File: src/rtl/cctd_pkg.sv
package cctd_pkg;

    localparam int unsigned WORD_W = 15;
    localparam int unsigned DATA_W = 7;
    localparam int unsigned CNT_W  = 3;

    localparam logic CODE_15_7 = 1'b0;
    localparam logic CODE_15_5 = 1'b1;

    localparam logic [8:0]  G_15_7   = 9'h1D1;
    localparam logic [10:0] G_15_5   = 11'h537;
    localparam int unsigned DEG_15_7 = 8;
    localparam int unsigned DEG_15_5 = 10;

    localparam logic [CNT_W-1:0] K_15_7 = 3'd7;
    localparam logic [CNT_W-1:0] K_15_5 = 3'd5;
    localparam logic [3:0]       T_15_7 = 4'd2;
    localparam logic [3:0]       T_15_5 = 4'd3;

    typedef enum logic [1:0] {
        S_IDLE,
        S_TRIAL,
        S_OUT
    } t_state;

    typedef struct packed {
        logic              hit;
        logic [DATA_W-1:0] data;
    } t_trial_res;

endpackage

File: src/rtl/cctd_in_if.sv
interface cctd_in_if;
    logic                        valid;
    logic                        ready;
    logic [cctd_pkg::WORD_W-1:0] received_word;

    modport source (output valid, output received_word, input ready);
    modport sink   (input valid, input received_word, output ready);
endinterface

File: src/rtl/cctd_out_if.sv
interface cctd_out_if;
    logic                        valid;
    logic                        ready;
    logic [cctd_pkg::DATA_W-1:0] data_bits;
    logic                        decode_failed;

    modport source (output valid, output data_bits, output decode_failed, input ready);
    modport sink   (input valid, input data_bits, input decode_failed, output ready);
endinterface

File: src/rtl/cyclic_code_error_trap_decoder.sv
// Error-trapping decoder for the length-15 BCH codes: code_mode 0 selects the
// (15,7) double-error code, code_mode 1 the (15,5) triple-error code. One item
// is taken, then one syndrome trial per cycle runs through a single shared
// remainder/weight unit, rotating the word between trials, for at most k+1
// trials (8 for the (15,7) code, 6 for the (15,5) code). The result sits in an
// output register until taken; the next item is accepted the cycle after.
// Each item thus passes through accept, its trials and output, in that order.
// decode_failed with zero data_bits marks a word no trial could correct.
// Write code_mode only while no item is in flight.
module cyclic_code_error_trap_decoder (
    input  logic i_clk,
    input  logic i_rst_n,
    input  logic i_cfg_we,
    input  logic i_cfg_data,
    cctd_in_if.sink    i_in,
    cctd_out_if.source o_out
);
    import cctd_pkg::*;

    t_state            r_state, n_state;
    logic              r_mode;
    logic [WORD_W-1:0] r_word, n_word;
    logic [CNT_W-1:0]  r_cnt, n_cnt;
    logic [DATA_W-1:0] r_data, n_data;
    logic              r_fail, n_fail;
    logic [CNT_W-1:0]  k_last;
    t_trial_res        trial;

    cctd_trial u_trial (
        .i_word (r_word),
        .i_rot  (r_cnt),
        .i_mode (r_mode),
        .o_res  (trial)
    );

    assign k_last = (r_mode == CODE_15_5) ? K_15_5 : K_15_7;

    always_comb begin
        n_state = r_state;
        unique case (r_state)
            S_IDLE: begin
                if (i_in.valid) begin
                    n_state = S_TRIAL;
                end
            end
            S_TRIAL: begin
                if (trial.hit || r_cnt == k_last) begin
                    n_state = S_OUT;
                end
            end
            S_OUT: begin
                if (o_out.ready) begin
                    n_state = S_IDLE;
                end
            end
            default: n_state = S_IDLE;
        endcase
    end

    always_comb begin
        i_in.ready          = (r_state == S_IDLE);
        o_out.valid         = (r_state == S_OUT);
        o_out.data_bits     = r_data;
        o_out.decode_failed = r_fail;
    end

    always_comb begin
        n_word = r_word;
        n_cnt  = r_cnt;
        n_data = r_data;
        n_fail = r_fail;
        if (r_state == S_IDLE) begin
            n_word = i_in.received_word;
            n_cnt  = '0;
        end else if (r_state == S_TRIAL) begin
            if (trial.hit) begin
                n_data = trial.data;
                n_fail = 1'b0;
            end else if (r_cnt == k_last) begin
                n_data = '0;
                n_fail = 1'b1;
            end else begin
                n_word = {r_word[WORD_W-2:0], r_word[WORD_W-1]};
                n_cnt  = r_cnt + 1'b1;
            end
        end
    end

    always_ff @(posedge i_clk) begin
        if (!i_rst_n) begin
            r_state <= S_IDLE;
            r_mode  <= CODE_15_7;
        end else begin
            r_state <= n_state;
            if (i_cfg_we) begin
                r_mode <= i_cfg_data;
            end
        end
    end

    always_ff @(posedge i_clk) begin
        r_word <= n_word;
        r_cnt  <= n_cnt;
        r_data <= n_data;
        r_fail <= n_fail;
    end

endmodule

File: src/rtl/cctd_trial.sv
module cctd_trial (
    input  logic [cctd_pkg::WORD_W-1:0] i_word,
    input  logic [cctd_pkg::CNT_W-1:0]  i_rot,
    input  logic                        i_mode,
    output cctd_pkg::t_trial_res        o_res
);
    import cctd_pkg::*;

    function automatic logic [DEG_15_7-1:0] rem_15_7(input logic [WORD_W-1:0] w);
        logic [WORD_W-1:0] r;
        r = w;
        for (int b = WORD_W - 1; b >= int'(DEG_15_7); b--) begin
            if (r[b]) begin
                r = r ^ (WORD_W'(G_15_7) << (b - int'(DEG_15_7)));
            end
        end
        return r[DEG_15_7-1:0];
    endfunction

    function automatic logic [DEG_15_5-1:0] rem_15_5(input logic [WORD_W-1:0] w);
        logic [WORD_W-1:0] r;
        r = w;
        for (int b = WORD_W - 1; b >= int'(DEG_15_5); b--) begin
            if (r[b]) begin
                r = r ^ (WORD_W'(G_15_5) << (b - int'(DEG_15_5)));
            end
        end
        return r[DEG_15_5-1:0];
    endfunction

    logic [WORD_W-1:0]   syn;
    logic [3:0]          wgt;
    logic [3:0]          t_max;
    logic [WORD_W-1:0]   fixed;
    logic [2*WORD_W-1:0] dbl;
    logic [WORD_W-1:0]   back;

    always_comb begin
        if (i_mode == CODE_15_5) begin
            syn   = {5'd0, rem_15_5(i_word)};
            t_max = T_15_5;
        end else begin
            syn   = {7'd0, rem_15_7(i_word)};
            t_max = T_15_7;
        end
        wgt   = 4'($countones(syn));
        fixed = i_word ^ syn;
        dbl   = {fixed, fixed} >> i_rot;
        back  = dbl[WORD_W-1:0];
        o_res.hit = (wgt <= t_max);
        if (i_mode == CODE_15_5) begin
            o_res.data = {2'd0, back[WORD_W-1:WORD_W-5]};
        end else begin
            o_res.data = back[WORD_W-1:WORD_W-DATA_W];
        end
    end

endmodule

File: src/flat_wrapper.sv
// flat-port wrapper written by rule: the top's interface ports become plain ports
module cyclic_code_error_trap_decoder_flat import cctd_pkg::*;
  (i_clk, i_rst_n, i_cfg_we, i_cfg_data, i_in_valid, i_in_received_word, i_in_ready, o_out_valid, o_out_data_bits, o_out_decode_failed, o_out_ready);
  cctd_in_if i_in_i ();
  cctd_out_if o_out_i ();
  input  logic i_clk;
  input  logic i_rst_n;
  input  logic i_cfg_we;
  input  logic i_cfg_data;
  input wire logic [$bits(i_in_i.valid)-1:0] i_in_valid;
  input wire logic [$bits(i_in_i.received_word)-1:0] i_in_received_word;
  output wire logic [$bits(i_in_i.ready)-1:0] i_in_ready;
  output wire logic [$bits(o_out_i.valid)-1:0] o_out_valid;
  output wire logic [$bits(o_out_i.data_bits)-1:0] o_out_data_bits;
  output wire logic [$bits(o_out_i.decode_failed)-1:0] o_out_decode_failed;
  input wire logic [$bits(o_out_i.ready)-1:0] o_out_ready;
  assign i_in_i.valid = i_in_valid;
  assign i_in_i.received_word = i_in_received_word;
  assign i_in_ready = i_in_i.ready;
  assign o_out_valid = o_out_i.valid;
  assign o_out_data_bits = o_out_i.data_bits;
  assign o_out_decode_failed = o_out_i.decode_failed;
  assign o_out_i.ready = o_out_ready;
  cyclic_code_error_trap_decoder u_core (.i_clk(i_clk), .i_rst_n(i_rst_n), .i_cfg_we(i_cfg_we), .i_cfg_data(i_cfg_data), .i_in(i_in_i), .o_out(o_out_i));
endmodule
File: config.mk
export PLATFORM = sky130hd
export DESIGN_NAME = cyclic_code_error_trap_decoder_flat
export DESIGN_NICKNAME = d
export VERILOG_FILES = /design/src/rtl/cctd_pkg.sv /design/src/rtl/cctd_in_if.sv /design/src/rtl/cctd_out_if.sv /design/src/rtl/cyclic_code_error_trap_decoder.sv /design/src/rtl/cctd_trial.sv /design/src/flat_wrapper.sv
export SDC_FILE = /design/constraint.sdc
export NUM_CORES = 1
export LEC_CHECK = 0
export ABC_AREA = 1
export BUFFER_PORTS_ARGS = -buffer_cell sky130_fd_sc_hd__buf_2
export CORE_MARGIN = 2
export CORE_UTILIZATION = 59
export CTS_CLUSTER_DIAMETER = 40
export DETAILED_ROUTE_END_ITERATION = 8
export GPL_TIMING_DRIVEN = 0
export HOLD_SLACK_MARGIN = 0.02
export PLACE_DENSITY = 0.85
export SYNTH_ARGS = -nofsm -noshare
export SYNTH_HDL_FRONTEND = slang
export SYNTH_SLANG_ARGS = --single-unit
File: constraint.sdc
create_clock -name i_clk -period 6.4 [get_ports i_clk]
set_input_delay 0.96 -clock i_clk [delete_from_list [all_inputs] [get_ports i_clk]]
set_output_delay 0.96 -clock i_clk [all_outputs]
set_load 0.01 [all_outputs]
**Yosys cells after proc, flatten, opt, wreduce, memory -nomap -nowiden**

Index checks and enable logic that the tools add are counted.

- $add $sub $neg: 15
- Multipliers: 0
- Divide/modulo/power cells: 0
- Magnitude comparators: 1
- Equality and inequality tests: 8
- Shift-type cells: 1
- Muxes and demuxes: 37
- Bitwise gates (word level): 16
- Reduce and logical (&&, ||, !) cells: 8

Operator list:

| cell | number |
|---|---|
| 15-bit two-way mux | 4 |
| 13-bit two-way mux | 4 |
| 12-bit two-way mux | 4 |
| 11-bit two-way mux | 4 |
| 14-bit two-way mux | 3 |
| 10-bit two-way mux | 4 |
| 6-bit inverter | 5 |
| 30-bit by 3-bit right shift with 15-bit output | 1 |
| 4-bit inverter | 7 |
| 9-bit two-way mux | 3 |
| 7-bit two-way mux | 3 |
| 15-bit by 10-bit XOR with 15-bit output | 1 |
| 3-bit AND reduction | 4 |
| 1-bit by 1-bit adder with 2-bit output | 5 |
| 2-bit by 2-bit adder with 3-bit output | 3 |
| 3-bit by 3-bit adder with 4-bit output | 2 |
| 2-bit two-way mux | 4 |
| 8-bit two-way mux | 1 |
| 2-bit inequality test (second input constant) | 3 |
| 2-bit case mux with 3 select lines | 1 |
| 1-bit by 1-bit adder with 2-bit output (both inputs constant) | 2 |
| 4-bit adder | 1 |
| 4-bit less-or-equal comparator | 1 |
| 2-bit by 1-bit inequality test with 1-bit output (second input constant) | 2 |
| 10 further kinds | 14 |

- Register bits after elaboration: 29
- Latch bits: 0
- Bits in writable memories: 0
- Bits in read-only memories: 0
- Input bits: 21
- Logic and storage cells: 92
- Memories: 0

**Depth between registers and ports, before layout**

- Depth after elaboration: 29
- Depth in mapped cells: 32
- Gate-level depth less buffers: 31

**Cells and area by module**

Synthesis repeated with hierarchy kept, for this count alone.

- Cell total of the unflattened synthesis: 370
- Area total of the unflattened synthesis: 2,706.3 µm²

By module, submodules not included:

| module | instances | cells each | area an instance (µm²) | seq. area each (µm²) |
|---|---|---|---|---|
| cctd_trial | 1 | 233 | 1,395.1 | 0.0 |
| cyclic_code_error_trap_decoder | 1 | 137 | 1,311.3 | 810.8 |

**Worst setup path after synthesis**

OpenSTA, ideal clock, no wires.

- Path kind: reg2reg
- Start point: register u_core.r_word[14]
- End point: register u_core.r_data[0] (netlist: u_core.o_out.data_bits[0]), enable pin
- Setup time: 383 ps
- Arrival time: 4,634 ps
- Slack: 1,383 ps
- Cell stages (with the launch flop): 26
- Path buffers: 1
- Period minus slack after synthesis: 5,017 ps
- Cell sequence: edfxtp_1 -> buf_6 -> inv_4 -> nand2_2 -> nand3_2 -> nand3_1 -> nand2_4 -> inv_2 -> nand2_2 -> nand3_4 -> nand2_4 -> xor2_1 -> inv_1 -> fa_1 -> inv_1 -> fa_1 -> inv_1 -> fa_1 -> inv_1 -> ha_1 -> fa_1 -> nor2_1 -> a21oi_1 -> a31oi_1 -> a31oi_1 -> nor3_1

- Cells in the longest elaborated chain, start to end: 24
- Elaborated cells between the ends (all ways): 47
- Those cells by class: add/sub: 11; order compare: 1; mux: 23; bitwise: 10; reduce/logical: 2

RTL lines:

| what | line | source |
|---|---|---|
| from (decl) | cyclic_code_error_trap_decoder.sv:22 | `logic [WORD_W-1:0] r_word, n_word;` |
| from (signal assigned) | cyclic_code_error_trap_decoder.sv:102 | `r_word <= n_word;` |
| 14-bit two-way mux | cctd_trial.sv:13 | `if (r[b]) begin` |
| 14-bit two-way mux | cctd_trial.sv:39 | `if (i_mode == CODE_15_5) begin` |
| 4-bit inverter (no line) / 13-bit two-way mux (equally long branches) | -- |  |
| 13-bit two-way mux, on equally long branches | cctd_trial.sv:13, cctd_trial.sv:39 |  |
| 13-bit two-way mux, or another cell as far along | cctd_trial.sv:39 |  |
| 12-bit two-way mux, on equally long branches | cctd_trial.sv:13, cctd_trial.sv:39 |  |
| 12-bit two-way mux / 4-bit inverter (equally long branches) | -- |  |
| 11-bit two-way mux / 4-bit inverter (equally long branches) | -- |  |
| [... 8 more ...] | -- |  |
| 10-bit two-way mux * | cctd_trial.sv:39 |  |
| 1-bit by 1-bit adder with 2-bit output (implied by the code) | cctd_trial.sv:46 | `wgt = 4'($countones(syn));` |
| 2-bit by 2-bit adder with 3-bit output (implied by the code) | cctd_trial.sv:46 |  |
| 3-bit by 3-bit adder with 4-bit output (implied by the code) | cctd_trial.sv:46 |  |
| 4-bit adder (implied by the code) * | cctd_trial.sv:46 |  |
| 4-bit less-or-equal comparator * | cctd_trial.sv:50 | `o_res.hit = (wgt <= t_max);` |
| 2-bit nonzero test (no line) * | -- |  |
| 3-bit AND reduction (no line) * | -- |  |
| to (signal assigned) | cyclic_code_error_trap_decoder.sv:104 | `r_data <= n_data;` |
| to (decl) | cyclic_code_error_trap_decoder.sv:24 | `logic [DATA_W-1:0] r_data, n_data;` |

Mark *: on every way between the ends. The rest lies on a longest branch, timed or not. The select of a mux whose other input is x is not followed.
A chain may end at the register's enable or synchronous reset.

**Worst setup path in the final report**

- Start point: register u_core.r_word[12]
- End point: register u_core.r_fail (netlist: u_core.o_out.decode_failed), enable pin

- Cells in the longest elaborated chain, start to end: 25
- Elaborated cells between the ends (all ways): 45
- Those cells by class: add/sub: 11; order compare: 1; mux: 22; bitwise: 9; reduce/logical: 2

RTL lines:

| what | line | source |
|---|---|---|
| 4-bit inverter (no line) | -- |  |
| 14-bit two-way mux | cctd_trial.sv:13 |  |
| 14-bit two-way mux | cctd_trial.sv:39 |  |
| 4-bit inverter (no line) | -- |  |
| 13-bit two-way mux | cctd_trial.sv:13 |  |
| 13-bit two-way mux | cctd_trial.sv:39 |  |
| 12-bit two-way mux | cctd_trial.sv:13 |  |
| 12-bit two-way mux | cctd_trial.sv:39 |  |
| [... 9 more ...] | -- |  |
| 10-bit two-way mux * | cctd_trial.sv:39 |  |
| 1-bit by 1-bit adder with 2-bit output (implied by the code) | cctd_trial.sv:46 |  |
| 2-bit by 2-bit adder with 3-bit output (implied by the code) | cctd_trial.sv:46 |  |
| 3-bit by 3-bit adder with 4-bit output (implied by the code) | cctd_trial.sv:46 |  |
| 4-bit adder (implied by the code) * | cctd_trial.sv:46 |  |
| 4-bit less-or-equal comparator * | cctd_trial.sv:50 |  |
| 2-bit nonzero test (no line) * | -- |  |
| 3-bit AND reduction (no line) * | -- |  |
| to (signal assigned) | cyclic_code_error_trap_decoder.sv:105 | `r_fail <= n_fail;` |
| to (decl) | cyclic_code_error_trap_decoder.sv:25 | `logic r_fail, n_fail;` |

Marked as above.

==> metrics.cfg <==
[outcome]
status=finished clean

[yosys]
synth-main-ff-cell=edfxtp_1
synth_nets=389
ys_seq_elements=29
synth_area_um2=2522
yosysSeqAreaShare=0.3214
async_flop_share=0
ys_warn_count=0
synth_cells=358
avgSynthCellArea_um2=7.046
synth-edff-count=23
ys_types=32

[finish]
final_common_cell=nand2_1
nNetsFinal=426
area_growth_pct=12.85
layout-drive-gt1-share=0.1843
n_antenna_cell=0
layout_common_cells=nand2_1, nand3_1, inv_1

[global_route]
grt_antenna_before_repair=0
track_usage=0.2708
grt_pass1_vias=2297
grt_max_degree=17
grt_pass1_wl_mm=10.34
gr-total-overflow=0

[critical_path]
crit_type=reg -> reg
required_ps=6310
reg2reg_to=u_core.o_out.decode_failed
r2r_slack_ps=620
rr_worst_depth=24
reg2reg_from=u_core.r_word[12]
end_kind=flop
cp-start-kind=flop
cp_max_fo=8
arrival_ps=5690

[placed_design]
place_congestion=0.9251
dp_hpwl_mm=4.808
io_buffers=30

[drt]
routedWlPerCell_um=13.72
drt-vias-per-instance=5.404
routed-via-count=2410
ant_nets=0
dr.pass1.iters=4
wl_mm=6.117
first_iter_violations=221
drc=0

[floorplan]
core_um2=4058
fp-row-count=23
die_area_um2=4814
dieHeight_um=69.39
ios=31
initial_core_util=0.6216
die_w_um=69.39

[sta]
fin_skew_ps=4.010
setup_viol=0
slew_headroom=0.2490
fmax_ghz=0.1730
finalSetupTns_ps=0
drv_slew=0
rsz0062_at_grt=no
min_period_over_period=0.9034
worst_pin_slew_ps=1118
min_period_ps=5782
hold_viol=0

[clock_network]
numCtsBuffers=5
cts_max_path_buffers=2
cts_resized=0
cts_hold_buf=0
clock-root-buffer=clkbuf_8
post-cts-setup-buffers=0
clock_latency_ps=290
cts_tree=yes
cts.clk_slew.worst_paths_ps=60
cts.htree.levels=2
cts_num_sinks=29

[worst_hold_path]
hp-start=u_core.r_state[0]
hp-class=reg -> reg
hold_path_depth=3
worstHoldEndpoint=u_core.r_state[1]

[flow_run]
drv_cap=0

[flip-flops by register name, indices dropped and copies added (netlist names)]
signal	cells
u_core.o_out.decode_failed	1
u_core.r_word	15
u_core.r_state	2
u_core.r_mode	1
u_core.r_cnt	3
u_core.o_out.data_bits	7
[area by class of cell]
class                   count  area, µm²
flip-flops and latches     29      810.8
inverters                  48      185.2
multi-input cells         269       1465
well taps                  50      62.56
repair buffers             30      150.1
plain buffers              12      61.31
fillers                   350       1211
clock buffers               8      111.4
[how the worst max path moves through the flow]
stage | startpoint | to | slack [ps] | cells after the start
finish | u_core.r_word[12] | u_core.o_out.decode_failed | 620 | 24
floorplan | u_core.r_word[14] | u_core.o_out.data_bits[0] | 1380 | 25
global route | u_core.r_word[12] | u_core.o_out.data_bits[6] | 210 | 24
global placement | u_core.r_word[12] | u_core.o_out.data_bits[6] | 820 | 24
CTS | u_core.r_word[12] | u_core.o_out.data_bits[6] | 520 | 24
detailed placement | u_core.r_word[11] | u_core.o_out.data_bits[4] | 560 | 24
[layer usage]
metal	part of all wire	global-route usage	vias to the layer above
met1	0.43	0.3312	1078
met3	0.071	0.05959	17
met4	0.030	0.1089	0
met2	0.47	0.4626	90
li1	-	-	1225
met5	0	0	-
[critical path: stages, from the launching register on]
cell      delay [ps]
edfxtp_1         500
inv_2            160
nand2_1          100
nand3_1          120
nand2_2           90
nand2_1          110
nand2_1          100
nand2_2          100
nand3_4           90
nand2_4          110
xor2_1           140
inv_1             70
fa_1             540
inv_1             60
fa_1             500
inv_1             50
fa_1             470
inv_1             50
ha_1             200
fa_1             380
nor2_1           120
a21oi_1           50
a31oi_1          300
a31oi_1          110
nor3_1           880
[logic make-up (layout without fill, tap and decap cells)]
kind of cell / count (synthesis) / count (layout) / share of synthesized area
buf+inv: 60 / 98 / 0.09772
simple gates: 195 / 195 / 0.3477
fa+ha+maj: 10 / 10 / 0.06746
compound gates: 48 / 48 / 0.1071
flops: 29 / 29 / 0.3214
xor+xnor: 16 / 16 / 0.05853
[synthesized netlist by cell type (2+ instances only)]
cell type,number,area (µm²)
inv_4,2,12.51
edfxtp_1,23,690.7
dfxtp_1,6,120.1
clkbuf_1,6,22.52
inv_2,6,22.52
nand3_2,4,40.04
inv_1,39,146.4
xnor2_1,4,35.03
fa_1,6,120.1
nand2_4,5,56.30
nor2_1,17,63.81
a21oi_1,12,60.06
a31oi_1,2,12.51
o21ai_0,28,140.1
buf_2,4,20.02
o21ai_2,2,17.52
nand3_1,40,200.2
nand2_2,6,37.54
xor2_1,11,96.34
ha_1,4,50.05
nand2_1,120,450.4
[metrics by stage]
stage | hold slack (ps) | util | instance area [µm²] | std cells | worst slack (ps)
floorplan | 533.9 | - | 2522 | 358 | 1383
global placement | 588.3 | 0.6741 | 2735 | 438 | 824.8
detailed placement | 599.4 | 0.6741 | 2735 | 438 | 563.9
CTS | 615.7 | 0.7015 | 2846 | 446 | 518.1
global route | 652.6 | 0.7015 | 2846 | 446 | 209.6
finish | 623.0 | 0.7015 | 2846 | 446 | 618.1
Power is not shown: default switching activity piles up to over one toggle a cycle in this logic, so the estimate is an artifact.
